## config.mk

```make
export PLATFORM = sky130hd
export DESIGN_NAME = clipped_line_run_rasterizer
export DESIGN_NICKNAME = d
export VERILOG_FILES = /design/src/rtl/clr_pkg.sv /design/src/rtl/clr_cfg.sv /design/src/rtl/clr_setup.sv /design/src/rtl/clr_clip.sv /design/src/rtl/clipped_line_run_rasterizer.sv
export SDC_FILE = /design/constraint.sdc
export NUM_CORES = 1
export LEC_CHECK = 0
export BUFFER_PORTS_ARGS = -buffer_cell sky130_fd_sc_hd__buf_2
export CAP_MARGIN = 30
export CORE_UTILIZATION = 55
export DETAILED_ROUTE_END_ITERATION = 16
export PLACE_DENSITY_LB_ADDON = 0.25
export SLEW_MARGIN = 20
export SYNTH_ARGS = -nofsm -noshare
export SYNTH_HDL_FRONTEND = slang
export SYNTH_HIERARCHICAL = 1
export SYNTH_SLANG_ARGS = --single-unit
```

## constraint.sdc

```tcl
create_clock -name clk -period 10.1 [get_ports clk]
set_input_delay 2.02 -clock clk [delete_from_list [all_inputs] [get_ports clk]]
set_output_delay 2.02 -clock clk [all_outputs]
set_load 0.005 [all_outputs]
```

## src/rtl/clr_pkg.sv

```systemverilog
// Shared item types, register map and constants of the clipped line run rasterizer.
`default_nettype none
package clr_pkg;

  localparam int DIM_W      = 11;
  localparam int FIELD_W    = 16;
  localparam int COLOR_W    = 16;
  localparam int CFG_DATA_W = 32;
  localparam int CFG_ADDR_W = 3;

  localparam logic [DIM_W-1:0] WIDTH_RESET  = 11'd240;
  localparam logic [DIM_W-1:0] HEIGHT_RESET = 11'd320;

  // Register indexes (byte address divided by four).
  localparam logic REG_SCREEN_WIDTH  = 1'b0;
  localparam logic REG_SCREEN_HEIGHT = 1'b1;

  localparam logic MODE_START = 1'b0;
  localparam logic MODE_STEP  = 1'b1;

  typedef struct packed {
    logic                      mode;
    logic signed [FIELD_W-1:0] x_start;
    logic signed [FIELD_W-1:0] y_start;
    logic signed [FIELD_W-1:0] x_end;
    logic signed [FIELD_W-1:0] y_end;
    logic [COLOR_W-1:0]        pen_color;
  } in_item_t;

  typedef struct packed {
    logic [DIM_W-1:0]   run_x;
    logic [DIM_W-1:0]   run_y;
    logic [DIM_W-1:0]   run_length;
    logic               vertical;
    logic [COLOR_W-1:0] run_color;
    logic               last;
  } out_item_t;

endpackage
`default_nettype wire

```

## src/rtl/clr_cfg.sv

```systemverilog
// APB-style register file holding the screen size.
`default_nettype none
module clr_cfg (
  input  wire logic                             clk,
  input  wire logic                             rst_n,
  input  wire logic                             psel,
  input  wire logic                             penable,
  input  wire logic                             pwrite,
  input  wire logic [clr_pkg::CFG_ADDR_W-1:0]   paddr,
  input  wire logic [clr_pkg::CFG_DATA_W-1:0]   pwdata,
  output logic      [clr_pkg::CFG_DATA_W-1:0]   prdata,
  output logic                                  pready,
  output logic      [clr_pkg::DIM_W-1:0]        screen_width,
  output logic      [clr_pkg::DIM_W-1:0]        screen_height
);

  logic [clr_pkg::DIM_W-1:0] width_r;
  logic [clr_pkg::DIM_W-1:0] height_r;
  logic                      reg_index;
  logic                      wr_en;

  assign reg_index = paddr[clr_pkg::CFG_ADDR_W-1];
  assign wr_en     = psel && penable && pwrite;
  assign pready    = 1'b1;

  always_ff @(posedge clk) begin
    if (!rst_n) begin
      width_r  <= clr_pkg::WIDTH_RESET;
      height_r <= clr_pkg::HEIGHT_RESET;
    end else if (wr_en) begin
      case (reg_index)
        clr_pkg::REG_SCREEN_WIDTH:  width_r  <= pwdata[clr_pkg::DIM_W-1:0];
        clr_pkg::REG_SCREEN_HEIGHT: height_r <= pwdata[clr_pkg::DIM_W-1:0];
        default: ;
      endcase
    end
  end

  always_comb begin
    case (reg_index)
      clr_pkg::REG_SCREEN_WIDTH:
        prdata = {{(clr_pkg::CFG_DATA_W-clr_pkg::DIM_W){1'b0}}, width_r};
      clr_pkg::REG_SCREEN_HEIGHT:
        prdata = {{(clr_pkg::CFG_DATA_W-clr_pkg::DIM_W){1'b0}}, height_r};
      default: prdata = '0;
    endcase
  end

  assign screen_width  = width_r;
  assign screen_height = height_r;

endmodule
`default_nettype wire

```

## src/rtl/clr_setup.sv

```systemverilog
// Start-item decode: rejection, clamping, steep swap, ordering and Bresenham setup.
`default_nettype none
module clr_setup #(
  parameter int COORD_BITS = 16
) (
  input  wire clr_pkg::in_item_t              item,
  input  wire logic [clr_pkg::DIM_W-1:0]      screen_width,
  input  wire logic [clr_pkg::DIM_W-1:0]      screen_height,
  output logic                                line_ok,
  output logic                                steep,
  output logic                                minor_dir,
  output logic signed [COORD_BITS:0]          major_pos,
  output logic signed [COORD_BITS:0]          major_end,
  output logic signed [COORD_BITS:0]          minor_pos,
  output logic signed [COORD_BITS:0]          delta_major,
  output logic signed [COORD_BITS:0]          delta_minor,
  output logic signed [COORD_BITS:0]          error_init
);

  localparam int CW = COORD_BITS + 1;

  logic signed [CW-1:0] xa, ya, xb, yb, wd, hd;
  logic signed [CW-1:0] xac, yac, xbc, ybc;
  logic signed [CW-1:0] dx, dy, adx, ady;
  logic signed [CW-1:0] ma, mb, na, nb;
  logic                 swap;

  // Only the low COORD_BITS bits of each coordinate count, as a signed value.
  assign xa = {item.x_start[COORD_BITS-1], item.x_start[COORD_BITS-1:0]};
  assign ya = {item.y_start[COORD_BITS-1], item.y_start[COORD_BITS-1:0]};
  assign xb = {item.x_end[COORD_BITS-1], item.x_end[COORD_BITS-1:0]};
  assign yb = {item.y_end[COORD_BITS-1], item.y_end[COORD_BITS-1:0]};
  assign wd = {{(CW-clr_pkg::DIM_W){1'b0}}, screen_width};
  assign hd = {{(CW-clr_pkg::DIM_W){1'b0}}, screen_height};

  assign line_ok = !((ya < 0 && yb < 0) || (ya > hd && yb > hd) ||
                     (xa < 0 && xb < 0) || (xa > wd && xb > wd));

  assign xac = xa[CW-1] ? '0 : xa;
  assign yac = ya[CW-1] ? '0 : ya;
  assign xbc = xb[CW-1] ? '0 : xb;
  assign ybc = yb[CW-1] ? '0 : yb;

  assign dx  = xac - xbc;
  assign dy  = yac - ybc;
  assign adx = dx[CW-1] ? -dx : dx;
  assign ady = dy[CW-1] ? -dy : dy;

  assign steep = ady > adx;

  always_comb begin
    ma = steep ? yac : xac;
    mb = steep ? ybc : xbc;
    na = steep ? xac : yac;
    nb = steep ? xbc : ybc;
    swap = ma > mb;
    major_pos = swap ? mb : ma;
    major_end = swap ? ma : mb;
    minor_pos = swap ? nb : na;
    minor_dir = swap ? !(nb < na) : !(na < nb);
  end

  assign delta_major = steep ? ady : adx;
  assign delta_minor = steep ? adx : ady;
  assign error_init  = delta_major >>> 1;

endmodule
`default_nettype wire

```

## src/rtl/clr_clip.sv

```systemverilog
// Clips one run against the screen and forms the result item fields.
`default_nettype none
module clr_clip #(
  parameter int COORD_BITS = 16
) (
  input  wire logic                           steep,
  input  wire logic signed [COORD_BITS:0]     major_start,
  input  wire logic signed [COORD_BITS:0]     minor,
  input  wire logic signed [COORD_BITS:0]     len,
  input  wire logic [clr_pkg::DIM_W-1:0]      screen_width,
  input  wire logic [clr_pkg::DIM_W-1:0]      screen_height,
  output logic                                visible,
  output logic [clr_pkg::DIM_W-1:0]           run_x,
  output logic [clr_pkg::DIM_W-1:0]           run_y,
  output logic [clr_pkg::DIM_W-1:0]           run_length
);

  localparam int CW = COORD_BITS + 1;

  logic signed [CW-1:0] x, y, wd, hd, lim, clipped;
  logic signed [CW:0]   far_end;

  assign wd  = {{(CW-clr_pkg::DIM_W){1'b0}}, screen_width};
  assign hd  = {{(CW-clr_pkg::DIM_W){1'b0}}, screen_height};
  assign x   = steep ? minor : major_start;
  assign y   = steep ? major_start : minor;
  assign lim = steep ? hd : wd;

  assign visible = !(x >= wd || y >= hd || len < 1);

  // Last pixel of the run along its own axis; a run crossing the edge stops there.
  assign far_end = {major_start[CW-1], major_start} + {len[CW-1], len} - 1'b1;
  assign clipped = (far_end >= {lim[CW-1], lim}) ? (lim - major_start) : len;

  assign run_x      = x[clr_pkg::DIM_W-1:0];
  assign run_y      = y[clr_pkg::DIM_W-1:0];
  assign run_length = clipped[clr_pkg::DIM_W-1:0];

endmodule
`default_nettype wire

```

## src/rtl/clipped_line_run_rasterizer.sv

```systemverilog
// Top level of the clipped line run rasterizer: input stage, line state, result stage.
`default_nettype none
// A start item (mode 0) loads a line and yields no result; each step item (mode 1)
// advances one pixel along the major axis and may yield one run, clipped to the
// screen size held in the two APB registers. One item is taken per clock unless a
// result waits unread on the output; an accepted item is held in the input register
// while the Bresenham step and the clip are evaluated, and its result, if any, then
// goes to the output register. Every item reads and writes the line state. Write
// the registers only while no line is being drawn.
module clipped_line_run_rasterizer #(
  parameter int COORD_BITS = 16
) (
  input  wire logic                             clk,
  input  wire logic                             rst_n,
  input  wire logic                             in_valid,
  output logic                                  in_ready,
  input  wire clr_pkg::in_item_t                in_item,
  output logic                                  out_valid,
  input  wire logic                             out_ready,
  output clr_pkg::out_item_t                    out_item,
  input  wire logic                             cfg_psel,
  input  wire logic                             cfg_penable,
  input  wire logic                             cfg_pwrite,
  input  wire logic [clr_pkg::CFG_ADDR_W-1:0]   cfg_paddr,
  input  wire logic [clr_pkg::CFG_DATA_W-1:0]   cfg_pwdata,
  output logic      [clr_pkg::CFG_DATA_W-1:0]   cfg_prdata,
  output logic                                  cfg_pready
);

  localparam int CW = COORD_BITS + 1;

  logic [clr_pkg::DIM_W-1:0] screen_width;
  logic [clr_pkg::DIM_W-1:0] screen_height;

  // Input stage.
  logic               s1_valid_r;
  clr_pkg::in_item_t  s1_item_r;
  logic               advance;

  // Line state.
  logic                         active_r, active_nxt;
  logic                         steep_r, steep_nxt;
  logic                         minor_dir_r, minor_dir_nxt;
  logic signed [CW-1:0]         major_pos_r, major_pos_nxt;
  logic signed [CW-1:0]         major_end_r, major_end_nxt;
  logic signed [CW-1:0]         minor_pos_r, minor_pos_nxt;
  logic signed [CW-1:0]         run_begin_r, run_begin_nxt;
  logic signed [CW-1:0]         error_r, error_nxt;
  logic signed [CW-1:0]         delta_major_r, delta_major_nxt;
  logic signed [CW-1:0]         delta_minor_r, delta_minor_nxt;
  logic [clr_pkg::COLOR_W-1:0]  color_r, color_nxt;

  // Result stage.
  logic               out_valid_r, out_valid_nxt;
  clr_pkg::out_item_t out_item_r, out_item_nxt;

  // Setup results.
  logic                 su_ok, su_steep, su_minor_dir;
  logic signed [CW-1:0] su_major_pos, su_major_end, su_minor_pos;
  logic signed [CW-1:0] su_delta_major, su_delta_minor, su_error;

  // Step terms.
  logic signed [CW-1:0] err_sub, major_inc, run_len;
  logic                 minor_move, done, have_run;
  logic                 clip_visible;
  logic [clr_pkg::DIM_W-1:0] clip_x, clip_y, clip_len;

  clr_cfg u_cfg (
    .clk           (clk),
    .rst_n         (rst_n),
    .psel          (cfg_psel),
    .penable       (cfg_penable),
    .pwrite        (cfg_pwrite),
    .paddr         (cfg_paddr),
    .pwdata        (cfg_pwdata),
    .prdata        (cfg_prdata),
    .pready        (cfg_pready),
    .screen_width  (screen_width),
    .screen_height (screen_height)
  );

  clr_setup #(.COORD_BITS(COORD_BITS)) u_setup (
    .item          (s1_item_r),
    .screen_width  (screen_width),
    .screen_height (screen_height),
    .line_ok       (su_ok),
    .steep         (su_steep),
    .minor_dir     (su_minor_dir),
    .major_pos     (su_major_pos),
    .major_end     (su_major_end),
    .minor_pos     (su_minor_pos),
    .delta_major   (su_delta_major),
    .delta_minor   (su_delta_minor),
    .error_init    (su_error)
  );

  // Bresenham step: the run emitted always spans run_begin up to the current pixel, before clipping.
  assign err_sub    = error_r - delta_minor_r;
  assign minor_move = err_sub[CW-1];
  assign major_inc  = major_pos_r + 1'b1;
  assign done       = major_inc > major_end_r;
  assign have_run   = minor_move || (done && (major_inc > run_begin_r));
  assign run_len    = major_inc - run_begin_r;

  clr_clip #(.COORD_BITS(COORD_BITS)) u_clip (
    .steep         (steep_r),
    .major_start   (run_begin_r),
    .minor         (minor_pos_r),
    .len           (run_len),
    .screen_width  (screen_width),
    .screen_height (screen_height),
    .visible       (clip_visible),
    .run_x         (clip_x),
    .run_y         (clip_y),
    .run_length    (clip_len)
  );

  assign advance  = !out_valid_r || out_ready;
  assign in_ready = !s1_valid_r || advance;

  always_comb begin
    active_nxt      = active_r;
    steep_nxt       = steep_r;
    minor_dir_nxt   = minor_dir_r;
    major_pos_nxt   = major_pos_r;
    major_end_nxt   = major_end_r;
    minor_pos_nxt   = minor_pos_r;
    run_begin_nxt   = run_begin_r;
    error_nxt       = error_r;
    delta_major_nxt = delta_major_r;
    delta_minor_nxt = delta_minor_r;
    color_nxt       = color_r;
    out_valid_nxt   = 1'b0;
    out_item_nxt.run_x      = clip_x;
    out_item_nxt.run_y      = clip_y;
    out_item_nxt.run_length = clip_len;
    out_item_nxt.vertical   = steep_r;
    out_item_nxt.run_color  = color_r;
    out_item_nxt.last       = done;
    if (s1_valid_r) begin
      if (s1_item_r.mode == clr_pkg::MODE_START) begin
        // A start replaces any line in progress, even when the new one is rejected.
        color_nxt       = s1_item_r.pen_color;
        active_nxt      = su_ok;
        steep_nxt       = su_steep;
        minor_dir_nxt   = su_minor_dir;
        major_pos_nxt   = su_major_pos;
        major_end_nxt   = su_major_end;
        minor_pos_nxt   = su_minor_pos;
        run_begin_nxt   = su_major_pos;
        error_nxt       = su_error;
        delta_major_nxt = su_delta_major;
        delta_minor_nxt = su_delta_minor;
      end else if (active_r) begin
        out_valid_nxt = have_run && clip_visible;
        major_pos_nxt = major_inc;
        active_nxt    = !done;
        if (minor_move) begin
          run_begin_nxt = major_inc;
          minor_pos_nxt = minor_dir_r ? (minor_pos_r - 1'b1) : (minor_pos_r + 1'b1);
          error_nxt     = err_sub + delta_major_r;
        end else begin
          error_nxt = err_sub;
        end
      end
    end
  end

  always_ff @(posedge clk) begin
    if (!rst_n) begin
      s1_valid_r  <= 1'b0;
      out_valid_r <= 1'b0;
      active_r    <= 1'b0;
    end else begin
      if (in_ready) begin
        s1_valid_r <= in_valid;
      end
      if (advance) begin
        out_valid_r <= out_valid_nxt;
        active_r    <= active_nxt;
      end
    end
  end

  always_ff @(posedge clk) begin
    if (in_ready) begin
      s1_item_r <= in_item;
    end
    if (advance) begin
      out_item_r    <= out_item_nxt;
      steep_r       <= steep_nxt;
      minor_dir_r   <= minor_dir_nxt;
      major_pos_r   <= major_pos_nxt;
      major_end_r   <= major_end_nxt;
      minor_pos_r   <= minor_pos_nxt;
      run_begin_r   <= run_begin_nxt;
      error_r       <= error_nxt;
      delta_major_r <= delta_major_nxt;
      delta_minor_r <= delta_minor_nxt;
      color_r       <= color_nxt;
    end
  end

  assign out_valid = out_valid_r;
  assign out_item  = out_item_r;

endmodule
`default_nettype wire

```

==> results of run 1 <==
## flip-flops by register name, summed over array words and instances, names as in the netlist
signal	flops
s1_item_r	81
out_item	51
delta_major_r	17
delta_minor_r	17
error_r	17
major_end_r	17
major_pos_r	17
minor_pos_r	17
run_begin_r	17
color_r	16
u_cfg/screen_height	11
u_cfg/screen_width	11
active_r	1
minor_dir_r	1
out_valid	1
s1_valid_r	1
steep_r	1
## cells in the final DEF (no fill, tap or decap), types with 41 or more instances in the layout
cell and instances:
nand2_1 137, nor2_1 191, a21o_1 55, mux2i_1 129, nand2b_1 56, o21a_1 41
o21ai_0 83, nor2b_1 62, nand3_1 59, xor2_1 53, edfxtp_1 269, inv_1 255
a21oi_1 153, xnor2_1 70, buf_2 163, ha_1 278, mux2_2 63
## stage by stage
stage	utilization	setup WS (ns)	cell area, um2	std cells	hold slack, ns
finish	0.610	0.595	26400	3246	0.418
global route	0.610	0.171	26400	3245	0.429
detailed placement	0.587	0.783	25300	3187	0.405
floorplan	-	1.72	24200	2530	0.400
global placement	0.586	1.09	25300	3186	0.400
CTS	0.610	0.770	26300	3245	0.419
## cells by family (layout without fill, tap and decap cells)
kind of cell | after synthesis | after routing
muxes | 193 | 193
buffers and inverters | 367 | 497
xor gates and xnor gates | 123 | 123
DFF | 294 | 294
AOI/OAI and AO/OA | 536 | 536
adders and majority gates | 288 | 288
other | 4 | 35
and+or+nand+nor | 695 | 695
## area by class of cell
class,instances,share of cell area
inverters,257,0.0366
diodes,1,0.0000949
clock inverters,24,0.00840
well taps,585,0.0278
repair buffers,182,0.0373
multi-input cells,1869,0.534
clock buffers,34,0.0299
flip-flops and latches,294,0.325
## layer usage
| layer | vias to the layer above | routed length (um) |
|---|---|---|
| met5 | - | 0 |
| met4 | 0 | 2550 |
| met3 | 140 | 3920 |
| met2 | 667 | 30000 |
| met1 | 9154 | 28400 |
| li1 | 9291 | - |
## power groups by stage
stage	clock network, W	logic, W	registers [W]
after floorplan	0	0.00184	0.00155
after global placement	0	0.00226	0.00157
after detailed placement	0	0.00232	0.00157
after CTS	0.00117	0.00234	0.00154
after global routing	0.00120	0.00262	0.00155
final	0.00115	0.00237	0.00154
## path summary, 6_finish.rpt
kind | startpoint | end | slack (ns) | depth (start not counted)
setup / recovery | s1_item_r[63]$_DFFE_PP_ | minor_pos_r[7]$_DFFE_PP_ | 0.59 | 32
hold / removal | s1_item_r[11]$_DFFE_PP_ | color_r[11]$_DFFE_PP_ | 0.42 | 0
setup reg to reg | s1_item_r[63]$_DFFE_PP_ | minor_pos_r[7]$_DFFE_PP_ | 0.59 | 32
hold reg to reg | s1_item_r[11]$_DFFE_PP_ | color_r[11]$_DFFE_PP_ | 0.42 | 0
==> qor.yml, run 1 <==
global_route:
  use_met2: 0.479
  grt_pass1_wl_mm: 100
  grt_use_met1: 0.385
  grt_util_all_layers: 0.288
  grt_max_degree: 70
  overflow: 0
  grtUsageMet3: 0.0341
  busiest_layer: "met2"
  grt_pass1_vias: 18400
  antenna_found_initial: 0
drt:
  firstDrtPassIters: 6
  wire_per_inst_um: 20.0
  ant_nets: 0
  vias_per_cell: 5.93
  drt-total-wl_mm: 64.8
  drt_iter0_drc: 1568
  route.detailed.drc: 0
  vias: 19300
timing:
  worstMarginPinSlew_ns: 0.831
  max_freq_ghz: 0.105
  fin_worst_skew_ns: 0.0126
  slew_violations: 0
  finalHoldViolations: 0
  tns_ns: 0
  rsz0062_at_grt: "false"
  maxSlewHeadroom: 0.446
  finalCritPeriodShare: 0.941
  setup_viol: 0
  fin_crit_ns: 9.51
synthesis:
  synth_most_common_cell: "ha_1"
  yosys_warnings: 6
  synth_top_family_by_area: "adder cells"
  synth-simple-area-share: 0.147
  synth_top_area_cell: "edfxtp_1"
  avgSynthCellArea_um2: 9.65
  synthAdderAreaFrac: 0.152
  synthMuxAreaShare: 0.0835
  yosys_register_bits: 294
  synth-async-reset-ratio: 0
  ys.flop_type: "edfxtp_1"
  synthesis.area_um2: 24100
  ys_top_cells_by_area: "edfxtp_1 (33%), ha_1 (14%), mux2i_1 (5.4%)"
  synth_xor_area_frac: 0.0447
  syn_inst: 2500
  synth_commonest_cells: "ha_1 (278), edfxtp_1 (269), inv_1 (256)"
  seq_area_frac_synth: 0.356
  ys_types: 102
  synth_compound_area_frac: 0.150
  synth_top_area_share: 0.335
  synth_edf_count: 269
cts:
  cts_buffers: 31
  clk_latency_ns: 0.61
  cts_resized: 0
  hold_buffers: 0
  cts.sinks: 294
  clockBufferDepth: 3
  root_buffer: "clkbuf_16"
  htreeDepth: 1
  cts_setup_buffers: 0
  cts_tree: "built"
  path_clk_slew_ns: 0.06
finish:
  multi_input_area_um2: 14100
  regArea_um2: 8580
  area_growth_pct: 9.24
  n_fill_cell: 3690
  final_nets: 3044
  drive_above_1_share: 0.126
setup_path:
  end_kind: "flip-flop"
  path_class: "reg2reg"
  crit_arrival_ns: 9.86
  critPathBufInv: 5
  slowest_stage: "or4_1"
  cp_top_family: "compound AO/OA/AOI/OAI gates"
  worstPathMaxFanout: 52
  cp-start-kind: "flip-flop"
  crit_required_ns: 10.45
  max_stage_delay_ns: 0.58
power:
  ir_drop_v: 0.000158
  p_int_w: 0.00312
  power_w: 0.00506
  p_sw_w: 0.00195
  switching_share: 0.384
  power_frac_comb: 0.469
  clock_power_share: 0.227
  seq_power_share: 0.305
  p_leak_nw: 11.9
  p_per_area_nw_per_um2: 192
floorplan:
  initial_core_util: 0.559
  core-area_um2: 43200
  fp.dieH_um: 211
  dieArea_um2: 44700
  row_count: 76
  fp.dieW_um: 211
  pin_count: 209
place:
  dp_hpwl_mm: 50.5
  port_buffers: 163
  gp_congestion: 0.964
worst_hold_path:
  min_path_type: "reg2reg"
status:
  run_status: "finished clean"
run:
  drv_cap: 0
Note: power is estimated with default switching activity, not from simulation.
==> run 2: changes to the inputs <==
- ABC_AREA: not set -> 1
==> run 2 against run 1 <==
Against the previous run:
- critical path type unchanged
- first-iteration DRC count rose by 21%
- global-route usage up 1.5 points
- critical endpoint is now run_begin_r[4]$_DFFE_PP_
- register-to-register slack improved by 1.2 ns
- routed wire length rose by 9.3%
- sequential power is essentially flat
- die area up 2.9%
- worst hold slack better by 0.00056 ns
- combinational power hardly changed
- non-clock buffer count fell by 6
- count of clock-buffer cells in the layout up 5
==> qor.yml, run 2 <==
timing:
  rsz0062_at_grt: "false"
  finalCritPeriodShare: 0.824  # -0.117
  fin_worst_skew_ns: 0.0257  # +0.0131 ns
  maxSlewHeadroom: 0.398  # -0.0487
  slew_violations: 0  # unchanged
  worstMarginPinSlew_ns: 0.895  # +0.0649 ns
  finalHoldViolations: 0  # unchanged
  setup_viol: 0  # unchanged
  max_freq_ghz: 0.120  # +14%
  fin_crit_ns: 8.32  # -1.18 ns
  tns_ns: 0  # unchanged
cts:
  root_buffer: "clkbuf_16"
  path_clk_slew_ns: 0.06  # about the same
  cts_buffers: 35  # +13%
  cts_setup_buffers: 0  # unchanged
  htreeDepth: 2  # +1
  clk_latency_ns: 0.55  # -0.06 ns
  cts_tree: "built"
  cts_resized: 0  # unchanged
  cts.sinks: 294  # unchanged
  hold_buffers: 0  # unchanged
  clockBufferDepth: 3  # unchanged
synthesis:
  seq_area_frac_synth: 0.345  # -0.0102
  avgSynthCellArea_um2: 7.66  # -21%
  synth_top_area_share: 0.325  # -0.00956
  ys_top_cells_by_area: "edfxtp_1 (33%), ha_1 (14%), nand2_1 (13%)"
  synth-async-reset-ratio: 0  # unchanged
  synthesis.area_um2: 24800  # +2.9%
  synth_commonest_cells: "nand2_1 (885), inv_1 (499), ha_1 (278)"
  syn_inst: 3243  # +30%
  yosys_register_bits: 294  # unchanged
  synth_edf_count: 269  # unchanged
  ys_types: 59  # -42%
  yosys_warnings: 6  # unchanged
  synth_top_area_cell: "edfxtp_1"
  synth_most_common_cell: "nand2_1"
  ys.flop_type: "edfxtp_1"
setup_path:
  crit_required_ns: 10.46  # about the same
  reg2reg_slack_ns: 1.78  # +1.18 ns
  r2r-end: "run_begin_r[4]$_DFFE_PP_"
  crit_arrival_ns: 8.68  # -1.18 ns
  ff2ff_path_depth: 35  # +9.4%
  crit_top_cell: "nand2_1"
  worstPathMaxFanout: 68  # +31%
  path_class: "reg2reg"
  max_stage_delay_ns: 0.73  # +0.15 ns
  cp_top_family: "simple AND/OR/NAND/NOR gates"
  critPathBufInv: 6  # +1
  slowest_stage: "inv_1"
  cp-start-kind: "flip-flop"
  r2r-start: "s1_item_r[31]$_DFFE_PP_"
  end_kind: "flip-flop"
finish:
  top_register: "s1_item_r"
  n_fill_cell: 3986  # +8.0%
  antenna_cells: 0  # -1
  drive_above_1_share: 0.102  # -0.0242
  mostFrequentLayoutCells: "nand2_1 (884), inv_1 (497), ha_1 (278)"
  layout_commonest_cell: "nand2_1"
  area_growth_pct: 8.92
  regArea_um2: 8580  # unchanged
  instances_no_fill: 3980  # +23%
  final_area_um2: 27100  # +2.6%
  largest_reg_flops: 81  # unchanged
  multi_input_area_um2: 13600  # -3.2%
  final_nets: 3773  # +24%
status:
  run_status: "finished clean"
drt:
  firstDrtPassIters: 6  # unchanged
  vias: 21800  # +13%
  drt_iter0_drc: 1892  # +21%
  vias_per_cell: 5.48  # -7.6%
  drt-total-wl_mm: 70.9  # +9.3%
  ant_nets: 0  # unchanged
  route.detailed.drc: 0  # unchanged
  wire_per_inst_um: 17.8  # -11%
global_route:
  grt_pass1_wl_mm: 109  # +9.1%
  antenna_found_initial: 0  # unchanged
  grt_pass1_vias: 20700  # +12%
  grt_max_degree: 83  # +19%
  grt_util_all_layers: 0.303  # +0.0150
  overflow: 0  # unchanged
floorplan:
  row_count: 77  # +1.3%
  dieArea_um2: 46000  # +2.9%
  pin_count: 209  # unchanged
  core-area_um2: 44400  # +2.9%
  initial_core_util: 0.559  # about the same
  fp.dieW_um: 215  # +1.4%
  fp.dieH_um: 215  # +1.4%
power:
  ir_drop_v: 0.000142  # -9.8%
  p_per_area_nw_per_um2: 193  # +0.33%
  power_w: 0.00521  # +3.0%
  p_leak_nw: 13.7  # +15%
worst_hold_path:
  hold_end: "color_r[15]$_DFFE_PP_"
  hold_start: "s1_item_r[15]$_DFFE_PP_"
  whs_path_depth: 0  # unchanged
  min_path_type: "reg2reg"
place:
  port_buffers: 163  # unchanged
  gp_congestion: 0.978  # +1.4%
  dpl_cell_area_um2: 25800  # +2.0%
  dp_hpwl_mm: 57.2  # +13%
  dp_cells: 3918  # +23%
run:
  drv_cap: 0  # unchanged
-- run 2: through the flow --
step / hold slack [ns] / worst slack, ns / utilization
6_report: 0.418 / 1.78 / 0.609
3_5_place_dp: 0.405 / 1.91 / 0.582
3_3_place_gp: 0.401 / 2.01 / 0.581
4_1_cts: 0.420 / 1.86 / 0.608
2_1_floorplan: 0.400 / 3.27 / -
5_1_grt: 0.424 / 0.952 / 0.609
-- run 2: kinds of logic (layout without fill, tap and decap cells) --
group,count (synthesis),count (layout),share of synthesized area
compound gates,448,448,0.101
fa+ha+maj,286,286,0.146
buf+inv,643,758,0.111
xor+xnor,118,118,0.0437
other cells,4,34,0.000604
simple gates,1450,1450,0.251
flops,294,294,0.345
-- run 2: routing by layer --
metal	vias up	global-route usage	part of all wire
li1	10800	-	-
met1	10100	0.400	0.44
met2	760	0.512	0.47
met3	137	0.0401	0.064
met4	0	0.103	0.032
met5	-	0	0
-- run 2: final cells by class --
cell class                      instances  share of cell area
Multi-Input combinational cell       2336               0.504
Sequential cell                       294               0.317
Inverter                              521              0.0725
Timing Repair Buffer                  176              0.0352
Clock buffer                           39              0.0337
Tap cell                              592              0.0274
Clock inverter                         22             0.00985
-- run 2: power breakdown --
part / internal [W] / leakage, nW / switching [W]
clock network: 0.000784 / 0.573 / 0.000521
logic: 0.000793 / 10.2 / 0.00158
registers: 0.00148 / 2.87 / 0.0000542
total: 0.00306 / 13.7 / 0.00215
-- run 2: worst max-delay path by stage --
stage                                  startpoint                         to  depth (start not counted)
final                     s1_item_r[31]$_DFFE_PP_   run_begin_r[4]$_DFFE_PP_                         35
after global routing      s1_item_r[63]$_DFFE_PP_   major_pos_r[9]$_DFFE_PP_                         40
after CTS                 s1_item_r[63]$_DFFE_PP_  minor_pos_r[11]$_DFFE_PP_                         40
after detailed placement  s1_item_r[63]$_DFFE_PP_  run_begin_r[10]$_DFFE_PP_                         40
after global placement    s1_item_r[63]$_DFFE_PP_  minor_pos_r[14]$_DFFE_PP_                         40
after floorplan                         out_ready       color_r[0]$_DFFE_PP_                          4
